`src/rtl/act_pkg.sv`:
```
`timescale 1ns / 1ps
// ----------------------------------------------------------------------------
// Calibrated tilt package
// Shared constants, codes, types and the CORDIC arctangent table.
// ----------------------------------------------------------------------------
package act_pkg;

  localparam int MAX_CAL_SAMPLES   = 1024;
  localparam int CNT_W             = $clog2(MAX_CAL_SAMPLES + 1);
  localparam int CORDIC_ITERATIONS = 16;
  localparam int SQRT_STEPS        = 18;
  localparam int DIV_STEPS         = 28;
  localparam int MUL_STEPS         = 7;

  localparam logic [1:0] ST_OK      = 2'd0;
  localparam logic [1:0] ST_UNDEF   = 2'd1;
  localparam logic [1:0] ST_IGNORED = 2'd2;
  localparam logic [1:0] ST_ACK     = 2'd3;

  typedef enum logic [1:0] {
    KIND_MEASURE   = 2'd0,
    KIND_CAL_START = 2'd1,
    KIND_CAL_ADD   = 2'd2,
    KIND_CAL_END   = 2'd3
  } act_kind_e;

  typedef enum logic [2:0] {
    REG_GAIN_X   = 3'd0,
    REG_GAIN_Y   = 3'd1,
    REG_GAIN_Z   = 3'd2,
    REG_GRAVITY  = 3'd3,
    REG_MIN_NORM = 3'd4
  } act_reg_e;

  typedef enum logic [3:0] {
    S_IDLE, S_DISP, S_CAL, S_MUL, S_CHECK, S_SQRT, S_LOAD_P, S_CORD_P,
    S_LOAD_R, S_CORD_R, S_FIN_R, S_DIV_INIT, S_DIV, S_DIV_END, S_DONE
  } act_state_e;

  typedef enum logic [3:0] {
    OP_NONE, OP_LOAD, OP_CAL, OP_MUL, OP_CHECK, OP_SQRT_STEP, OP_LOAD_P,
    OP_CORD_STEP, OP_LOAD_R, OP_FIN_R, OP_DIV_INIT, OP_DIV_STEP, OP_DIV_END
  } act_op_e;

  typedef struct packed {
    logic [1:0]         kind;
    logic signed [15:0] sample_x;
    logic signed [15:0] sample_y;
    logic signed [15:0] sample_z;
  } act_in_t;

  typedef struct packed {
    logic        we;
    logic [2:0]  index;
    logic [15:0] data;
  } act_cfg_t;

  typedef struct packed {
    act_op_e    op;
    logic [4:0] idx;
  } act_cmd_t;

  typedef struct packed {
    logic [1:0] kind;
    logic       short_vec;
    logic       capturing;
    logic       count_nz;
  } act_sts_t;

  // round(atan(2^-i) in degrees * 32768)
  function automatic logic [20:0] atan_ent(input logic [4:0] i);
    logic [20:0] v;
    case (i)
      5'd0:  v = 21'd1474560;
      5'd1:  v = 21'd870484;
      5'd2:  v = 21'd459940;
      5'd3:  v = 21'd233473;
      5'd4:  v = 21'd117189;
      5'd5:  v = 21'd58652;
      5'd6:  v = 21'd29333;
      5'd7:  v = 21'd14667;
      5'd8:  v = 21'd7334;
      5'd9:  v = 21'd3667;
      5'd10: v = 21'd1833;
      5'd11: v = 21'd917;
      5'd12: v = 21'd458;
      5'd13: v = 21'd229;
      5'd14: v = 21'd115;
      5'd15: v = 21'd57;
      5'd16: v = 21'd29;
      5'd17: v = 21'd14;
      5'd18: v = 21'd7;
      5'd19: v = 21'd4;
      5'd20: v = 21'd2;
      5'd21: v = 21'd1;
      default: v = 21'd0;
    endcase
    return v;
  endfunction

endpackage

```
`src/rtl/act_if.sv`:
```
`timescale 1ns / 1ps
// ----------------------------------------------------------------------------
// Calibrated tilt channels
// Input sample, result and register write channels with valid/ready.
// ----------------------------------------------------------------------------
interface act_in_if;
  logic               valid;
  logic               ready;
  logic [1:0]         kind;
  logic signed [15:0] sample_x;
  logic signed [15:0] sample_y;
  logic signed [15:0] sample_z;
  modport source (output valid, kind, sample_x, sample_y, sample_z, input ready);
  modport sink   (input valid, kind, sample_x, sample_y, sample_z, output ready);
endinterface

interface act_out_if;
  logic               valid;
  logic               ready;
  logic [1:0]         status;
  logic signed [17:0] corrected_x;
  logic signed [17:0] corrected_y;
  logic signed [17:0] corrected_z;
  logic signed [14:0] pitch;
  logic signed [15:0] roll;
  logic [10:0]        samples_taken;
  modport source (output valid, status, corrected_x, corrected_y, corrected_z, pitch,
                  roll, samples_taken, input ready);
  modport sink   (input valid, status, corrected_x, corrected_y, corrected_z, pitch,
                  roll, samples_taken, output ready);
endinterface

interface act_cfg_if;
  logic        valid;
  logic        ready;
  logic [2:0]  index;
  logic [15:0] data;
  modport source (output valid, index, data, input ready);
  modport sink   (input valid, index, data, output ready);
endinterface

```
`src/rtl/act_ctrl.sv`:
```
`timescale 1ns / 1ps
// ----------------------------------------------------------------------------
// Calibrated tilt controller
// Sequences the datapath through correction, root, CORDIC and divide steps.
// ----------------------------------------------------------------------------
module act_ctrl (
  input  logic             clk_i,
  input  logic             rst_ni,
  input  logic             in_valid_i,
  output logic             in_ready_o,
  output logic             out_valid_o,
  input  logic             out_ready_i,
  input  act_pkg::act_sts_t sts_i,
  output act_pkg::act_cmd_t cmd_o
);
  import act_pkg::*;

  act_state_e state_q, state_d;
  logic [4:0] cnt_q, cnt_d;
  logic [1:0] ax_q, ax_d;

  always_ff @(posedge clk_i or negedge rst_ni) begin
    if (!rst_ni) begin
      state_q <= S_IDLE;
      cnt_q   <= '0;
      ax_q    <= '0;
    end else begin
      state_q <= state_d;
      cnt_q   <= cnt_d;
      ax_q    <= ax_d;
    end
  end

  always_comb begin
    state_d = state_q;
    cnt_d   = cnt_q;
    ax_d    = ax_q;
    case (state_q)
      S_IDLE: begin
        if (in_valid_i) state_d = S_DISP;
      end
      S_DISP: begin
        cnt_d = '0;
        ax_d  = '0;
        if (sts_i.kind == KIND_MEASURE) begin
          state_d = S_MUL;
        end else if (sts_i.kind == KIND_CAL_END && sts_i.capturing && sts_i.count_nz) begin
          state_d = S_DIV_INIT;
        end else begin
          state_d = S_CAL;
        end
      end
      S_CAL: state_d = S_DONE;
      S_MUL: begin
        cnt_d = cnt_q + 5'd1;
        if (cnt_q == 5'(MUL_STEPS)) begin
          cnt_d   = '0;
          state_d = S_CHECK;
        end
      end
      S_CHECK: state_d = sts_i.short_vec ? S_DONE : S_SQRT;
      S_SQRT: begin
        cnt_d = cnt_q + 5'd1;
        if (cnt_q == 5'(SQRT_STEPS - 1)) begin
          cnt_d   = '0;
          state_d = S_LOAD_P;
        end
      end
      S_LOAD_P: state_d = S_CORD_P;
      S_CORD_P: begin
        cnt_d = cnt_q + 5'd1;
        if (cnt_q == 5'(CORDIC_ITERATIONS - 1)) begin
          cnt_d   = '0;
          state_d = S_LOAD_R;
        end
      end
      S_LOAD_R: state_d = S_CORD_R;
      S_CORD_R: begin
        cnt_d = cnt_q + 5'd1;
        if (cnt_q == 5'(CORDIC_ITERATIONS - 1)) begin
          cnt_d   = '0;
          state_d = S_FIN_R;
        end
      end
      S_FIN_R: state_d = S_DONE;
      S_DIV_INIT: begin
        cnt_d   = '0;
        state_d = S_DIV;
      end
      S_DIV: begin
        cnt_d = cnt_q + 5'd1;
        if (cnt_q == 5'(DIV_STEPS - 1)) state_d = S_DIV_END;
      end
      S_DIV_END: begin
        if (ax_q == 2'd2) begin
          state_d = S_DONE;
        end else begin
          ax_d    = ax_q + 2'd1;
          state_d = S_DIV_INIT;
        end
      end
      S_DONE: begin
        if (out_ready_i) state_d = S_IDLE;
      end
      default: state_d = S_IDLE;
    endcase
  end

  always_comb begin
    in_ready_o  = 1'b0;
    out_valid_o = 1'b0;
    cmd_o.op    = OP_NONE;
    cmd_o.idx   = cnt_q;
    case (state_q)
      S_IDLE: begin
        in_ready_o = 1'b1;
        if (in_valid_i) cmd_o.op = OP_LOAD;
      end
      S_CAL:   cmd_o.op = OP_CAL;
      S_MUL: begin
        // The last count only lets the final product settle.
        if (cnt_q != 5'(MUL_STEPS)) cmd_o.op = OP_MUL;
      end
      S_CHECK:  cmd_o.op = OP_CHECK;
      S_SQRT:   cmd_o.op = OP_SQRT_STEP;
      S_LOAD_P: cmd_o.op = OP_LOAD_P;
      S_CORD_P: cmd_o.op = OP_CORD_STEP;
      S_LOAD_R: cmd_o.op = OP_LOAD_R;
      S_CORD_R: cmd_o.op = OP_CORD_STEP;
      S_FIN_R:  cmd_o.op = OP_FIN_R;
      S_DIV_INIT: begin
        cmd_o.op  = OP_DIV_INIT;
        cmd_o.idx = {3'b0, ax_q};
      end
      S_DIV:    cmd_o.op = OP_DIV_STEP;
      S_DIV_END: begin
        cmd_o.op  = OP_DIV_END;
        cmd_o.idx = {3'b0, ax_q};
      end
      S_DONE:   out_valid_o = 1'b1;
      default:  cmd_o.op = OP_NONE;
    endcase
  end

endmodule

```
`src/rtl/act_dp.sv`:
```
`timescale 1ns / 1ps
// ----------------------------------------------------------------------------
// Calibrated tilt datapath
// Correction multiplier, square root, CORDIC, divider and calibration state.
// ----------------------------------------------------------------------------
module act_dp (
  input  logic              clk_i,
  input  logic              rst_ni,
  input  act_pkg::act_in_t  in_i,
  input  act_pkg::act_cfg_t cfg_i,
  input  act_pkg::act_cmd_t cmd_i,
  output act_pkg::act_sts_t sts_o,
  output logic [1:0]        status_o,
  output logic signed [17:0] cx_o,
  output logic signed [17:0] cy_o,
  output logic signed [17:0] cz_o,
  output logic signed [14:0] pitch_o,
  output logic signed [15:0] roll_o,
  output logic [10:0]       count_o
);
  import act_pkg::*;

  // Configuration and calibration state
  logic [15:0] gain_x_q, gain_y_q, gain_z_q;
  logic [14:0] grav_q, mn_q;
  logic        capturing_q;
  logic signed [26:0] sum_x_q, sum_y_q, sum_z_q;
  logic [CNT_W-1:0]   count_q;
  logic signed [17:0] off_x_q, off_y_q, off_z_q;

  // Item payload and working registers
  logic [1:0]         kind_q;
  logic signed [15:0] sx_q, sy_q, sz_q;
  logic signed [17:0] cx_q, cy_q, cz_q;
  logic signed [37:0] prod_q;
  logic               pv_q;
  logic [2:0]         psel_q;
  logic [35:0]        sqx_q, syz_q;
  logic [29:0]        mn2_q;
  logic [35:0]        rt_s_q, rt_r_q;
  logic signed [21:0] cr_x_q, cr_y_q;
  logic signed [24:0] cr_z_q;
  logic               cr_zero_q;
  logic [27:0]        dv_u_q;
  logic [11:0]        dv_r_q;
  logic               dv_neg_q;
  logic [1:0]         res_st_q;
  logic signed [17:0] res_cx_q, res_cy_q, res_cz_q;
  logic signed [14:0] res_p_q;
  logic signed [15:0] res_r_q;

  function automatic logic signed [17:0] sat18(input logic signed [37:0] p);
    logic signed [37:0] rnd;
    logic signed [23:0] sh;
    logic signed [17:0] r;
    rnd = p + 38'sd8192;
    sh  = rnd[37:14];
    if (sh > 24'sd131071)       r = 18'sh1FFFF;
    else if (sh < -24'sd131072) r = 18'sh20000;
    else                        r = sh[17:0];
    return r;
  endfunction

  function automatic logic signed [16:0] fin_ang(input logic signed [24:0] z,
                                                 input logic signed [16:0] lim);
    logic signed [24:0] zr;
    logic signed [16:0] a;
    logic signed [16:0] r;
    zr = z + 25'sd128;
    a  = zr[24:8];
    if (a > lim)       r = lim;
    else if (a < -lim) r = -lim;
    else               r = a;
    return r;
  endfunction

  // Shared multiplier operand selection
  logic signed [18:0] ma, mb;
  logic signed [37:0] prod_d;
  always_comb begin
    ma = '0;
    mb = '0;
    case (cmd_i.idx[2:0])
      3'd0: begin ma = 19'(sx_q) - 19'(off_x_q); mb = signed'({3'b0, gain_x_q}); end
      3'd1: begin ma = 19'(sy_q) - 19'(off_y_q); mb = signed'({3'b0, gain_y_q}); end
      3'd2: begin ma = 19'(sz_q) - 19'(off_z_q); mb = signed'({3'b0, gain_z_q}); end
      3'd3: begin ma = 19'(cx_q); mb = 19'(cx_q); end
      3'd4: begin ma = 19'(cy_q); mb = 19'(cy_q); end
      3'd5: begin ma = 19'(cz_q); mb = 19'(cz_q); end
      3'd6: begin ma = signed'({4'b0, mn_q}); mb = signed'({4'b0, mn_q}); end
      default: begin ma = '0; mb = '0; end
    endcase
    prod_d = ma * mb;
  end

  // Small-vector test
  logic [36:0] norm2;
  logic        short_vec;
  assign norm2     = {1'b0, sqx_q} + {1'b0, syz_q};
  assign short_vec = norm2 < {7'b0, mn2_q};

  // Square root step
  logic [5:0]  rt_sh;
  logic [35:0] rt_bit;
  logic [36:0] rt_trial;
  assign rt_sh    = 6'd34 - {cmd_i.idx, 1'b0};
  assign rt_bit   = 36'd1 << rt_sh;
  assign rt_trial = {1'b0, rt_r_q} + {1'b0, rt_bit};

  // CORDIC operand loading with left half plane pre-rotation
  logic signed [21:0] ld_x, ld_y, ld_xo, ld_yo;
  logic signed [24:0] ld_z;
  always_comb begin
    if (cmd_i.op == OP_LOAD_P) begin
      ld_y = -(22'(cx_q));
      ld_x = signed'({4'b0, rt_r_q[17:0]});
    end else begin
      ld_y = 22'(cy_q);
      ld_x = 22'(cz_q);
    end
    ld_xo = ld_x;
    ld_yo = ld_y;
    ld_z  = '0;
    if (ld_x < 0) begin
      if (ld_y >= 0) begin
        ld_xo = ld_y;
        ld_yo = -ld_x;
        ld_z  = 25'sd2949120;
      end else begin
        ld_xo = -ld_y;
        ld_yo = ld_x;
        ld_z  = -25'sd2949120;
      end
    end
  end

  logic signed [21:0] cr_xs, cr_ys;
  logic signed [24:0] cr_a;
  assign cr_xs = cr_x_q >>> cmd_i.idx;
  assign cr_ys = cr_y_q >>> cmd_i.idx;
  assign cr_a  = signed'({4'b0, atan_ent(cmd_i.idx)});

  logic signed [16:0] ang_p, ang_r;
  assign ang_p = fin_ang(cr_z_q, 17'sd11520);
  assign ang_r = fin_ang(cr_z_q, 17'sd23040);

  // Divider set-up: floor((2*sum + n) / (2*n)) via the magnitude of the numerator
  logic signed [26:0] dv_sum;
  logic signed [28:0] dv_num;
  logic [11:0]        dv_den;
  logic [12:0]        dv_rsh;
  logic               dv_qb;
  logic [27:0]        dv_q;
  logic signed [17:0] dv_avg;
  always_comb begin
    case (cmd_i.idx[1:0])
      2'd0:    dv_sum = sum_x_q;
      2'd1:    dv_sum = sum_y_q;
      default: dv_sum = sum_z_q;
    endcase
    dv_num = (29'(dv_sum) <<< 1) + signed'({18'b0, count_q});
    dv_den = {count_q, 1'b0};
    dv_rsh = {dv_r_q, dv_u_q[27]};
    dv_qb  = dv_rsh >= {1'b0, dv_den};
    dv_q   = dv_neg_q ? ~dv_u_q : dv_u_q;
    dv_avg = dv_q[17:0];
  end

  always_ff @(posedge clk_i or negedge rst_ni) begin
    if (!rst_ni) begin
      gain_x_q    <= 16'd16384;
      gain_y_q    <= 16'd16384;
      gain_z_q    <= 16'd16384;
      grav_q      <= 15'd16384;
      mn_q        <= 15'd167;
      capturing_q <= 1'b0;
      sum_x_q     <= '0;
      sum_y_q     <= '0;
      sum_z_q     <= '0;
      count_q     <= '0;
      off_x_q     <= '0;
      off_y_q     <= '0;
      off_z_q     <= '0;
      pv_q        <= 1'b0;
    end else begin
      if (cfg_i.we) begin
        case (cfg_i.index)
          REG_GAIN_X:   gain_x_q <= cfg_i.data;
          REG_GAIN_Y:   gain_y_q <= cfg_i.data;
          REG_GAIN_Z:   gain_z_q <= cfg_i.data;
          REG_GRAVITY:  grav_q   <= cfg_i.data[14:0];
          REG_MIN_NORM: mn_q     <= cfg_i.data[14:0];
          default: ;
        endcase
      end
      pv_q <= (cmd_i.op == OP_MUL);
      if (cmd_i.op == OP_CAL) begin
        case (kind_q)
          KIND_CAL_START: begin
            capturing_q <= 1'b1;
            sum_x_q     <= '0;
            sum_y_q     <= '0;
            sum_z_q     <= '0;
            count_q     <= '0;
          end
          KIND_CAL_ADD: begin
            if (capturing_q && count_q < CNT_W'(MAX_CAL_SAMPLES)) begin
              sum_x_q <= sum_x_q + 27'(sx_q);
              sum_y_q <= sum_y_q + 27'(sy_q);
              sum_z_q <= sum_z_q + 27'(sz_q);
              count_q <= count_q + CNT_W'(1);
            end
          end
          KIND_CAL_END: capturing_q <= 1'b0;
          default: ;
        endcase
      end
      if (cmd_i.op == OP_DIV_END) begin
        case (cmd_i.idx[1:0])
          2'd0: off_x_q <= dv_avg;
          2'd1: off_y_q <= dv_avg;
          default: begin
            off_z_q     <= dv_avg - signed'({3'b0, grav_q});
            capturing_q <= 1'b0;
          end
        endcase
      end
    end
  end

  always_ff @(posedge clk_i) begin
    if (cmd_i.op == OP_LOAD) begin
      kind_q <= in_i.kind;
      sx_q   <= in_i.sample_x;
      sy_q   <= in_i.sample_y;
      sz_q   <= in_i.sample_z;
    end
    if (cmd_i.op == OP_MUL) begin
      prod_q <= prod_d;
      psel_q <= cmd_i.idx[2:0];
    end
    // Products are registered in prod_q and land in their destination in the cycle after.
    if (pv_q) begin
      case (psel_q)
        3'd0: cx_q  <= sat18(prod_q);
        3'd1: cy_q  <= sat18(prod_q);
        3'd2: cz_q  <= sat18(prod_q);
        3'd3: sqx_q <= prod_q[35:0];
        3'd4: syz_q <= prod_q[35:0];
        3'd5: syz_q <= syz_q + prod_q[35:0];
        3'd6: mn2_q <= prod_q[29:0];
        default: ;
      endcase
    end
    case (cmd_i.op)
      OP_CAL: begin
        res_cx_q <= '0;
        res_cy_q <= '0;
        res_cz_q <= '0;
        res_p_q  <= '0;
        res_r_q  <= '0;
        case (kind_q)
          KIND_CAL_ADD: res_st_q <= (capturing_q && count_q < CNT_W'(MAX_CAL_SAMPLES)) ?
                                    ST_ACK : ST_IGNORED;
          KIND_CAL_END: res_st_q <= capturing_q ? ST_ACK : ST_IGNORED;
          default:      res_st_q <= ST_ACK;
        endcase
      end
      OP_CHECK: begin
        rt_s_q   <= syz_q;
        rt_r_q   <= '0;
        res_st_q <= ST_UNDEF;
        res_cx_q <= cx_q;
        res_cy_q <= cy_q;
        res_cz_q <= cz_q;
        res_p_q  <= '0;
        res_r_q  <= '0;
      end
      OP_SQRT_STEP: begin
        if ({1'b0, rt_s_q} >= rt_trial) begin
          rt_s_q <= rt_s_q - rt_trial[35:0];
          rt_r_q <= (rt_r_q >> 1) + rt_bit;
        end else begin
          rt_r_q <= rt_r_q >> 1;
        end
      end
      OP_LOAD_P, OP_LOAD_R: begin
        if (cmd_i.op == OP_LOAD_R) res_p_q <= cr_zero_q ? 15'sd0 : ang_p[14:0];
        cr_x_q    <= ld_xo;
        cr_y_q    <= ld_yo;
        cr_z_q    <= ld_z;
        cr_zero_q <= (ld_x == 0) && (ld_y == 0);
      end
      OP_CORD_STEP: begin
        if (!cr_y_q[21]) begin
          cr_x_q <= cr_x_q + cr_ys;
          cr_y_q <= cr_y_q - cr_xs;
          cr_z_q <= cr_z_q + cr_a;
        end else begin
          cr_x_q <= cr_x_q - cr_ys;
          cr_y_q <= cr_y_q + cr_xs;
          cr_z_q <= cr_z_q - cr_a;
        end
      end
      OP_FIN_R: begin
        res_r_q  <= cr_zero_q ? 16'sd0 : ang_r[15:0];
        res_st_q <= ST_OK;
      end
      OP_DIV_INIT: begin
        dv_neg_q <= dv_num[28];
        dv_u_q   <= dv_num[28] ? ~dv_num[27:0] : dv_num[27:0];
        dv_r_q   <= '0;
      end
      OP_DIV_STEP: begin
        dv_u_q <= {dv_u_q[26:0], dv_qb};
        dv_r_q <= dv_qb ? 12'(dv_rsh - {1'b0, dv_den}) : dv_rsh[11:0];
      end
      OP_DIV_END: begin
        res_st_q <= ST_ACK;
        res_cx_q <= '0;
        res_cy_q <= '0;
        res_cz_q <= '0;
        res_p_q  <= '0;
        res_r_q  <= '0;
      end
      default: ;
    endcase
  end

  assign sts_o.kind      = kind_q;
  assign sts_o.short_vec = short_vec;
  assign sts_o.capturing = capturing_q;
  assign sts_o.count_nz  = (count_q != '0);

  assign status_o = res_st_q;
  assign cx_o     = res_cx_q;
  assign cy_o     = res_cy_q;
  assign cz_o     = res_cz_q;
  assign pitch_o  = res_p_q;
  assign roll_o   = res_r_q;
  assign count_o  = 11'(count_q);

endmodule

```
`src/rtl/accel_calibrated_tilt_core.sv`:
```
`timescale 1ns / 1ps
// ----------------------------------------------------------------------------
// Calibrated accelerometer tilt core
// Offset and gain correction, pitch and roll by CORDIC, offset calibration.
// ----------------------------------------------------------------------------
// A measure item runs correction, then, unless the vector is too short, the
// square root (18 steps) and two 16-step CORDIC passes, one after another.
// Start, sample and empty finish items only update the calibration state; a
// finish with samples runs three 28-step serial divides.
// One item is in flight; the next is taken in the cycle after the result leaves.
// Reset restores register defaults, clears the capture and zeroes the offsets.
module accel_calibrated_tilt_core (
  input  logic       clk_i,
  input  logic       rst_ni,
  act_in_if.sink     in_i,
  act_out_if.source  out_o,
  act_cfg_if.sink    cfg_i
);
  import act_pkg::*;

  act_in_t  in_d;
  act_cfg_t cfg_d;
  act_cmd_t cmd;
  act_sts_t sts;

  assign in_d.kind     = in_i.kind;
  assign in_d.sample_x = in_i.sample_x;
  assign in_d.sample_y = in_i.sample_y;
  assign in_d.sample_z = in_i.sample_z;

  assign cfg_i.ready = 1'b1;
  assign cfg_d.we    = cfg_i.valid;
  assign cfg_d.index = cfg_i.index;
  assign cfg_d.data  = cfg_i.data;

  act_ctrl u_ctrl (
    .clk_i       (clk_i),
    .rst_ni      (rst_ni),
    .in_valid_i  (in_i.valid),
    .in_ready_o  (in_i.ready),
    .out_valid_o (out_o.valid),
    .out_ready_i (out_o.ready),
    .sts_i       (sts),
    .cmd_o       (cmd)
  );

  act_dp u_dp (
    .clk_i    (clk_i),
    .rst_ni   (rst_ni),
    .in_i     (in_d),
    .cfg_i    (cfg_d),
    .cmd_i    (cmd),
    .sts_o    (sts),
    .status_o (out_o.status),
    .cx_o     (out_o.corrected_x),
    .cy_o     (out_o.corrected_y),
    .cz_o     (out_o.corrected_z),
    .pitch_o  (out_o.pitch),
    .roll_o   (out_o.roll),
    .count_o  (out_o.samples_taken)
  );

endmodule
```
`src/flat_wrapper.sv`:
```
// flat-port wrapper written by rule: the top's interface ports become plain ports
module accel_calibrated_tilt_core_flat import act_pkg::*;
  (clk_i, rst_ni, in_i_valid, in_i_kind, in_i_sample_x, in_i_sample_y, in_i_sample_z, in_i_ready, out_o_valid, out_o_status, out_o_corrected_x, out_o_corrected_y, out_o_corrected_z, out_o_pitch, out_o_roll, out_o_samples_taken, out_o_ready, cfg_i_valid, cfg_i_index, cfg_i_data, cfg_i_ready);
  act_in_if in_i_i ();
  act_out_if out_o_i ();
  act_cfg_if cfg_i_i ();
  input  logic clk_i;
  input  logic rst_ni;
  input wire logic [$bits(in_i_i.valid)-1:0] in_i_valid;
  input wire logic [$bits(in_i_i.kind)-1:0] in_i_kind;
  input wire logic [$bits(in_i_i.sample_x)-1:0] in_i_sample_x;
  input wire logic [$bits(in_i_i.sample_y)-1:0] in_i_sample_y;
  input wire logic [$bits(in_i_i.sample_z)-1:0] in_i_sample_z;
  output wire logic [$bits(in_i_i.ready)-1:0] in_i_ready;
  output wire logic [$bits(out_o_i.valid)-1:0] out_o_valid;
  output wire logic [$bits(out_o_i.status)-1:0] out_o_status;
  output wire logic [$bits(out_o_i.corrected_x)-1:0] out_o_corrected_x;
  output wire logic [$bits(out_o_i.corrected_y)-1:0] out_o_corrected_y;
  output wire logic [$bits(out_o_i.corrected_z)-1:0] out_o_corrected_z;
  output wire logic [$bits(out_o_i.pitch)-1:0] out_o_pitch;
  output wire logic [$bits(out_o_i.roll)-1:0] out_o_roll;
  output wire logic [$bits(out_o_i.samples_taken)-1:0] out_o_samples_taken;
  input wire logic [$bits(out_o_i.ready)-1:0] out_o_ready;
  input wire logic [$bits(cfg_i_i.valid)-1:0] cfg_i_valid;
  input wire logic [$bits(cfg_i_i.index)-1:0] cfg_i_index;
  input wire logic [$bits(cfg_i_i.data)-1:0] cfg_i_data;
  output wire logic [$bits(cfg_i_i.ready)-1:0] cfg_i_ready;
  assign in_i_i.valid = in_i_valid;
  assign in_i_i.kind = in_i_kind;
  assign in_i_i.sample_x = in_i_sample_x;
  assign in_i_i.sample_y = in_i_sample_y;
  assign in_i_i.sample_z = in_i_sample_z;
  assign in_i_ready = in_i_i.ready;
  assign out_o_valid = out_o_i.valid;
  assign out_o_status = out_o_i.status;
  assign out_o_corrected_x = out_o_i.corrected_x;
  assign out_o_corrected_y = out_o_i.corrected_y;
  assign out_o_corrected_z = out_o_i.corrected_z;
  assign out_o_pitch = out_o_i.pitch;
  assign out_o_roll = out_o_i.roll;
  assign out_o_samples_taken = out_o_i.samples_taken;
  assign out_o_i.ready = out_o_ready;
  assign cfg_i_i.valid = cfg_i_valid;
  assign cfg_i_i.index = cfg_i_index;
  assign cfg_i_i.data = cfg_i_data;
  assign cfg_i_ready = cfg_i_i.ready;
  accel_calibrated_tilt_core u_core (.clk_i(clk_i), .rst_ni(rst_ni), .in_i(in_i_i), .out_o(out_o_i), .cfg_i(cfg_i_i));
endmodule
```
`config.mk`:
```
export PLATFORM = sky130hd
export DESIGN_NAME = accel_calibrated_tilt_core_flat
export DESIGN_NICKNAME = d
export VERILOG_FILES = /design/src/rtl/act_pkg.sv /design/src/rtl/act_if.sv /design/src/rtl/act_ctrl.sv /design/src/rtl/act_dp.sv /design/src/rtl/accel_calibrated_tilt_core.sv /design/src/flat_wrapper.sv
export SDC_FILE = /design/constraint.sdc
export NUM_CORES = 2
export LEC_CHECK = 0
export BUFFER_PORTS_ARGS = -buffer_cell sky130_fd_sc_hd__buf_4
export CORE_ASPECT_RATIO = 1.75
export CORE_MARGIN = 2
export CORE_UTILIZATION = 50
export DETAILED_ROUTE_END_ITERATION = 10
export GPL_TIMING_DRIVEN = 0
export HOLD_SLACK_MARGIN = 0.08
export PLACE_DENSITY = 0.66
export REMOVE_ABC_BUFFERS = 1
export SYNTH_ARGS = -nofsm -noshare
export SYNTH_HDL_FRONTEND = slang
export SYNTH_SLANG_ARGS = --single-unit
```
`constraint.sdc`:
```
create_clock -name clk_i -period 14.4 [get_ports clk_i]
set_input_delay 1.44 -clock clk_i [delete_from_list [all_inputs] [get_ports clk_i]]
set_output_delay 1.44 -clock clk_i [all_outputs]
set_load 0.005 [all_outputs]
```
Yosys cells after proc, flatten, opt, wreduce, memory -nomap -nowiden
Memory sizes are Yosys's and may differ from the RTL's.
Index checks and enable logic that the tools add are counted.
Cells by class
  add/subtract/negate cells: 29
  multiply operators: 1
  divide/modulo/power cells: 0
  magnitude comparators: 12
  equality and inequality tests: 63
  shifts and indexed selects: 3
  multiplexer cells: 81
  bitwise logic cells: 3
  reduce and logical (&&, ||, !) cells: 51
Operators with widths (count)
  19-bit case mux with 7 select lines: 2
  27-bit case mux with 2 select lines: 4
  36-bit case mux with 2 select lines: 3
  22-bit two-way mux: 8
  18-bit case mux with 2 select lines: 3
  22-bit case mux with 2 select lines: 2
  27-bit by 16-bit adder with 27-bit output: 3
  27-bit two-way mux: 3
  25-bit two-way mux: 3
  36-bit by 36-bit adder with 37-bit output: 2
  36-bit two-way mux: 2
  32-bit logical NOT: 2
  15-bit two-way mux: 4
  16-bit by 18-bit subtractor with 19-bit output: 3
  28-bit case mux with 2 select lines: 1
  4-bit case mux with 14 select lines: 1
  18-bit two-way mux: 3
  25-bit case mux with 2 select lines: 1
  4-bit == test, second input constant: 12
  16-bit two-way mux: 3
  4-bit case mux with 12 select lines: 1
  22-bit adder: 2
  22-bit negation: 2
  22-bit by 5-bit >>> shifter with 22-bit output: 2
  75 further kinds: 171
Storage, ports and cells
  flip-flop bits (word level): 754
  bits in latches: 0
  bits in writable memories: 0
  ROM bits: 672
  bits of input ports: 74
  output and inout bits: 101
  word-level logic and storage cells: 288
  memories: 1
Memories
  (name not given): words 32, bits a word 21, rd ports 1, clocked after Yosys merged registers in 0, wr ports 0, RTL line act_pkg.sv:73  | case (i)

Longest topological paths before layout
  depth in word-level cells: 9
  mapped depth: 46
  gate-level depth less buffers: 39

Modules after synthesis
Synthesis repeated with hierarchy kept, for this count alone.
Second synthesis, totals
  cell total of the unflattened synthesis: 7416
  area total of the unflattened synthesis: 69052.5 um^2
Modules (own cells, without submodules)
  act_dp: instances 1, cells an instance 7267, area each 67855.1 um^2, seq. area each 21191.6 um^2
  act_ctrl: instances 1, cells an instance 147, area each 1186.1 um^2, seq. area each 275.3 um^2
  accel_calibrated_tilt_core: instances 1, cells an instance 2, area each 11.3 um^2, seq. area each 0.0 um^2

Worst setup path before layout
OpenSTA, ideal clock, no wires.
  path kind: flip-flop to flip-flop
  start point: register u_core.u_ctrl.state_q[3]
  end point: register u_core.u_dp.prod_q[36] (data pin)
  setup time: 262 ps
  arrival: 10969 ps
  data required time: 14138 ps
  slack: 3169 ps
  stages on the path, launching flop included: 45
  path buffers: 12
  clock period less this slack: 11231 ps
  cell sequence: dfrtp_1 -> buf_2 -> and2_1 -> buf_2 -> and3_1 -> buf_2 -> nor2_4 -> buf_2 -> clkbuf_1 -> clkbuf_1 -> buf_1 -> ha_1 -> clkbuf_1 -> buf_1 -> clkbuf_1 -> buf_1 -> a222oi_1 -> o21ai_0 -> [... 9 more ...] -> fa_1 -> inv_1 -> fa_1 -> fa_1 -> inv_1 -> fa_1 -> inv_1 -> ha_1 -> a21o_1 -> a221oi_1 -> o21ai_0 -> a221oi_1 -> o21ai_0 -> a21oi_1 -> o21bai_1 -> a211oi_1 -> a21oi_1 -> xor2_1
On the way
  word-level cells in the longest chain between the ends: 6
Ends and longest elaborated chain
  start, declared: RTL line act_ctrl.sv:18  | act_state_e state_q, state_d;
  start signal, assigned: RTL line act_ctrl.sv:28  | state_q <= state_d;
  4-bit == test: RTL line act_ctrl.sv:114  | case (state_q)
  2-bit OR reduction (no source line) (*)
  5-bit two-way mux (*): RTL line act_ctrl.sv:114
  3-bit == test (tied with other cells): RTL line act_dp.sv:83  | case (cmd_i.idx[2:0])
  19-bit case mux with 7 select lines: RTL line act_dp.sv:83
  19-bit by 19-bit multiplier with 38-bit output (*): RTL line act_dp.sv:93  | prod_d = ma * mb;
  via u_core.u_dp.prod_d[36]: RTL line act_dp.sv:79  | logic signed [37:0] prod_d;
  end signal, assigned: RTL line act_dp.sv:239  | prod_q <= prod_d;
  end, declared: RTL line act_dp.sv:35  | logic signed [37:0] prod_q;
Mark *: on every way through the listed nets, which the timed path passes. The rest lies on a longest branch.
A chain may end at the register's enable or synchronous reset.

Final worst setup path
  start point: register u_core.u_ctrl.state_q[0]
  end point: register u_core.u_dp.prod_q[37] (data pin)
The elaborated chain is that of the path after synthesis.

==> run metrics <==
status finished, violations left; failing checks max-capacitance violations, max-slew violations; IO Pins 175; fraction of registers with async set/reset between 30% and 40%; Setup CP Type flop to flop; number of synthesized register bits between 700 and 800; die height approximately 500 um; most common cell after layout, fill and taps aside nand2_1; Routability Congestion between 1 and 1.5; Synth top area share between 20 and 25%; area of the mapped netlist 70200 um2; max-slew violation count 6; layout cells sized above 1 8.78%; detailed placer's ending HPWL 188000 um; delay-heaviest family, CP adder cells; CTS tree built; Starting Density between 50% and 60%; DR pass1 iterations 6; die width around 290 um; clock root buffer clkbuf_16; Max-Cap Viols 1; synth warn 0; final cycle utilization of the critical path a little over nine tenths; Reg area approximately 21000 um2; CTS Sinks between 700 and 800; area leader, netlist edfxtp_1; Routed WL per cell 24.7 um; CP Launch Type flop; GRT Util Overall roughly a third; final net count ~9000; CP max stage delay approximately 780 ps; FP Rows between 150 and 200; Slew Limit Headroom -1.35%; multi-input logic area 45400 um2; fillers roughly 13000; RSZ-0062 raised after global routing false; largest net degree at the start of global routing between 100 and 150; htree depth 3; DRT Wirelength approximately 240000 um; CP max stage cell dfrtp_2; core area between 100000 and 150000 um2; Cell variety after synth approximately 110; nature of the critical path endpoint flop; EDFF count, synth 517; cts bufs inserted 78; Worst Tran Pin Value between 1500 and 2000 ps; CP required between 10000 and 15000 ps; vias in the first global route roughly 60000; most frequent cells in the layout nand2_1 (736), inv_1 (678), nor2_1 (603); HP Class flop to flop; Hold WS slightly below 500 ps; Final Hold Viols 0; top post-synthesis cells by area edfxtp_1 (22%), fa_1 (11%), ha_1 (9.7%); CP most frequent cell fa_1; vias per cell roughly 6.2; area post-placement 74200 um2; clock insertion delay at the later pin of the skew report just over 700 ps; Clock Tree Buf Depth 3; Vias 59956; Clock transition at path regs around 70 ps; antenna-violating nets left 0; initial antenna violation count 17; CP Data Arrival Time approximately 15000 ps; Setup Viol. Count Final 0; post-route design area 77200 um2; largest fanout on the critical path 40; CP bufs+invs 10; Syn Inst Count 7712; post-synthesis sequential area ratio 30.6%; post-route DRC violation count 0; Post-synth top flop edfxtp_1; port bufs between 150 and 200; Synth-to-Final Area Change 9.96%; die area ~140000 um2; grt total ovfl 0; min Tclk post-route approximately 14000 ps; Synth Area per Inst slightly above 9 um2; first-pass GRT wire length about 360000 um; drt initial violations roughly 5000; Fmax ~71 MHz; Setup Skew around 45 ps
[routing by layer]
layer  up-vias  track usage (%)  share of wire (%)
met5         -                0              0.042
met4        16             23.4                8.4
met3       768             5.41                6.7
met2      2424             56.3                 49
met1     29379             37.2                 36
li1      27369                -                  -
[sequential cells by signal (all words and copies together), names as in the netlist, 27 cells and up]
signal and cells:
u_core.u_dp.prod_q 38, u_core.u_dp.rt_r_q 36, u_core.u_dp.rt_s_q 36, u_core.u_dp.sqx_q 36, u_core.u_dp.syz_q 36, u_core.u_dp.mn2_q 30, u_core.u_dp.dv_u_q 28, u_core.u_dp.sum_x_q 27
u_core.u_dp.sum_y_q 27, u_core.u_dp.sum_z_q 27
[final timing paths]
path / cells after the start / slack [ps] / end / start
worst max-delay path: 39 / 260 / u_core.u_dp.prod_q[37]$_DFFE_PP_ / u_core.u_ctrl.state_q[0]$_DFFE_PN0P_
worst min-delay path: 2 / 490 / u_core.u_dp.off_z_q[7]$_DFFE_PN0P_ / u_core.u_dp.off_z_q[7]$_DFFE_PN0P_
worst max register to register: 39 / 260 / u_core.u_dp.prod_q[37]$_DFFE_PP_ / u_core.u_ctrl.state_q[0]$_DFFE_PN0P_
worst min register to register: 2 / 490 / u_core.u_dp.off_z_q[7]$_DFFE_PN0P_ / u_core.u_dp.off_z_q[7]$_DFFE_PN0P_
max in group asynchronous: 2 / 12870 / u_core.u_dp.gain_y_q[10]$_DFFE_PN0P_ / rst_ni
min in group asynchronous: 1 / 620 / u_core.u_dp.sum_y_q[20]$_DFFE_PN0P_ / rst_ni
[synth_stat cells, types with 17 or more instances]
master,instances
or2_2,35
o21bai_1,47
a311oi_1,23
nor3_1,150
nand2b_1,91
edfxtp_1,517
a21oi_1,495
a21boi_0,24
a222oi_1,18
a211o_1,22
nor3b_1,29
o21a_1,55
xor2_1,224
xnor2_1,329
nor2_1,615
a211oi_1,111
mux2_2,85
a22oi_1,37
o31ai_1,48
nor2b_1,68
and3_1,57
o21ai_0,480
and2_1,141
a221o_1,22
or3_1,39
inv_1,682
a31o_2,30
nor4_1,35
mux2i_1,63
a31oi_1,82
nand2_1,739
a2111oi_0,18
buf_1,38
dfrtp_1,228
clkbuf_1,275
o211ai_1,31
a221oi_1,31
fa_1,385
a21o_1,163
o22ai_1,22
nand3_1,239
and4_1,17
nand4_1,58
ha_1,546
[tightest hold or removal path: stages (launching register included)]
cell	delay [ps]
dfrtp_1	350
nand2_1	50
o21ai_0	60
[logic make-up after synthesis]
kind of cell    Yosys count  share of synthesized area, %
compound gates         1908                          17.5
mux                     159                          2.62
xor+xnor                556                          6.98
buf+inv                1014                          5.46
simple gates           2387                          16.1
flops                   754                          30.6
fa+ha+maj               932                          20.7
other cells               2                        0.0107
[stage by stage]
stage	setup WS, ps	std cells	utilization (%)	TNS, ps
CTS	15.2	9617	55.4	0
global route	54.1	9633	55.5	0
global placement	-7880	9388	52.1	-498600
floorplan	1030	7385	-	0
finish	256	9641	55.5	0
detailed placement	-3020	9467	53.3	-30520
[cell type report]
class,instances,share of cell area (%)
timing repair buffer,267,3.55
timing repair inverter,1,0.00649
clock inverter,56,0.859
tap,1830,2.97
clock buffer,89,2.62
sequential,754,27.8
multi-input combinational,5949,58.8
inverter,686,3.36
antenna,9,0.0292
[repair_timing]
action                     in CTS  in global routing
setup endpoints to repair      21                  5
gates resized for setup        20                  7
buffers inserted                3                 11
hold buffers                    0                  0
gates cloned                    2                  3
pin swaps                       2                  4
Power is left out: the tool's default activity adds up to more than one toggle a clock period on the data nets, which glitch-free logic cannot reach.
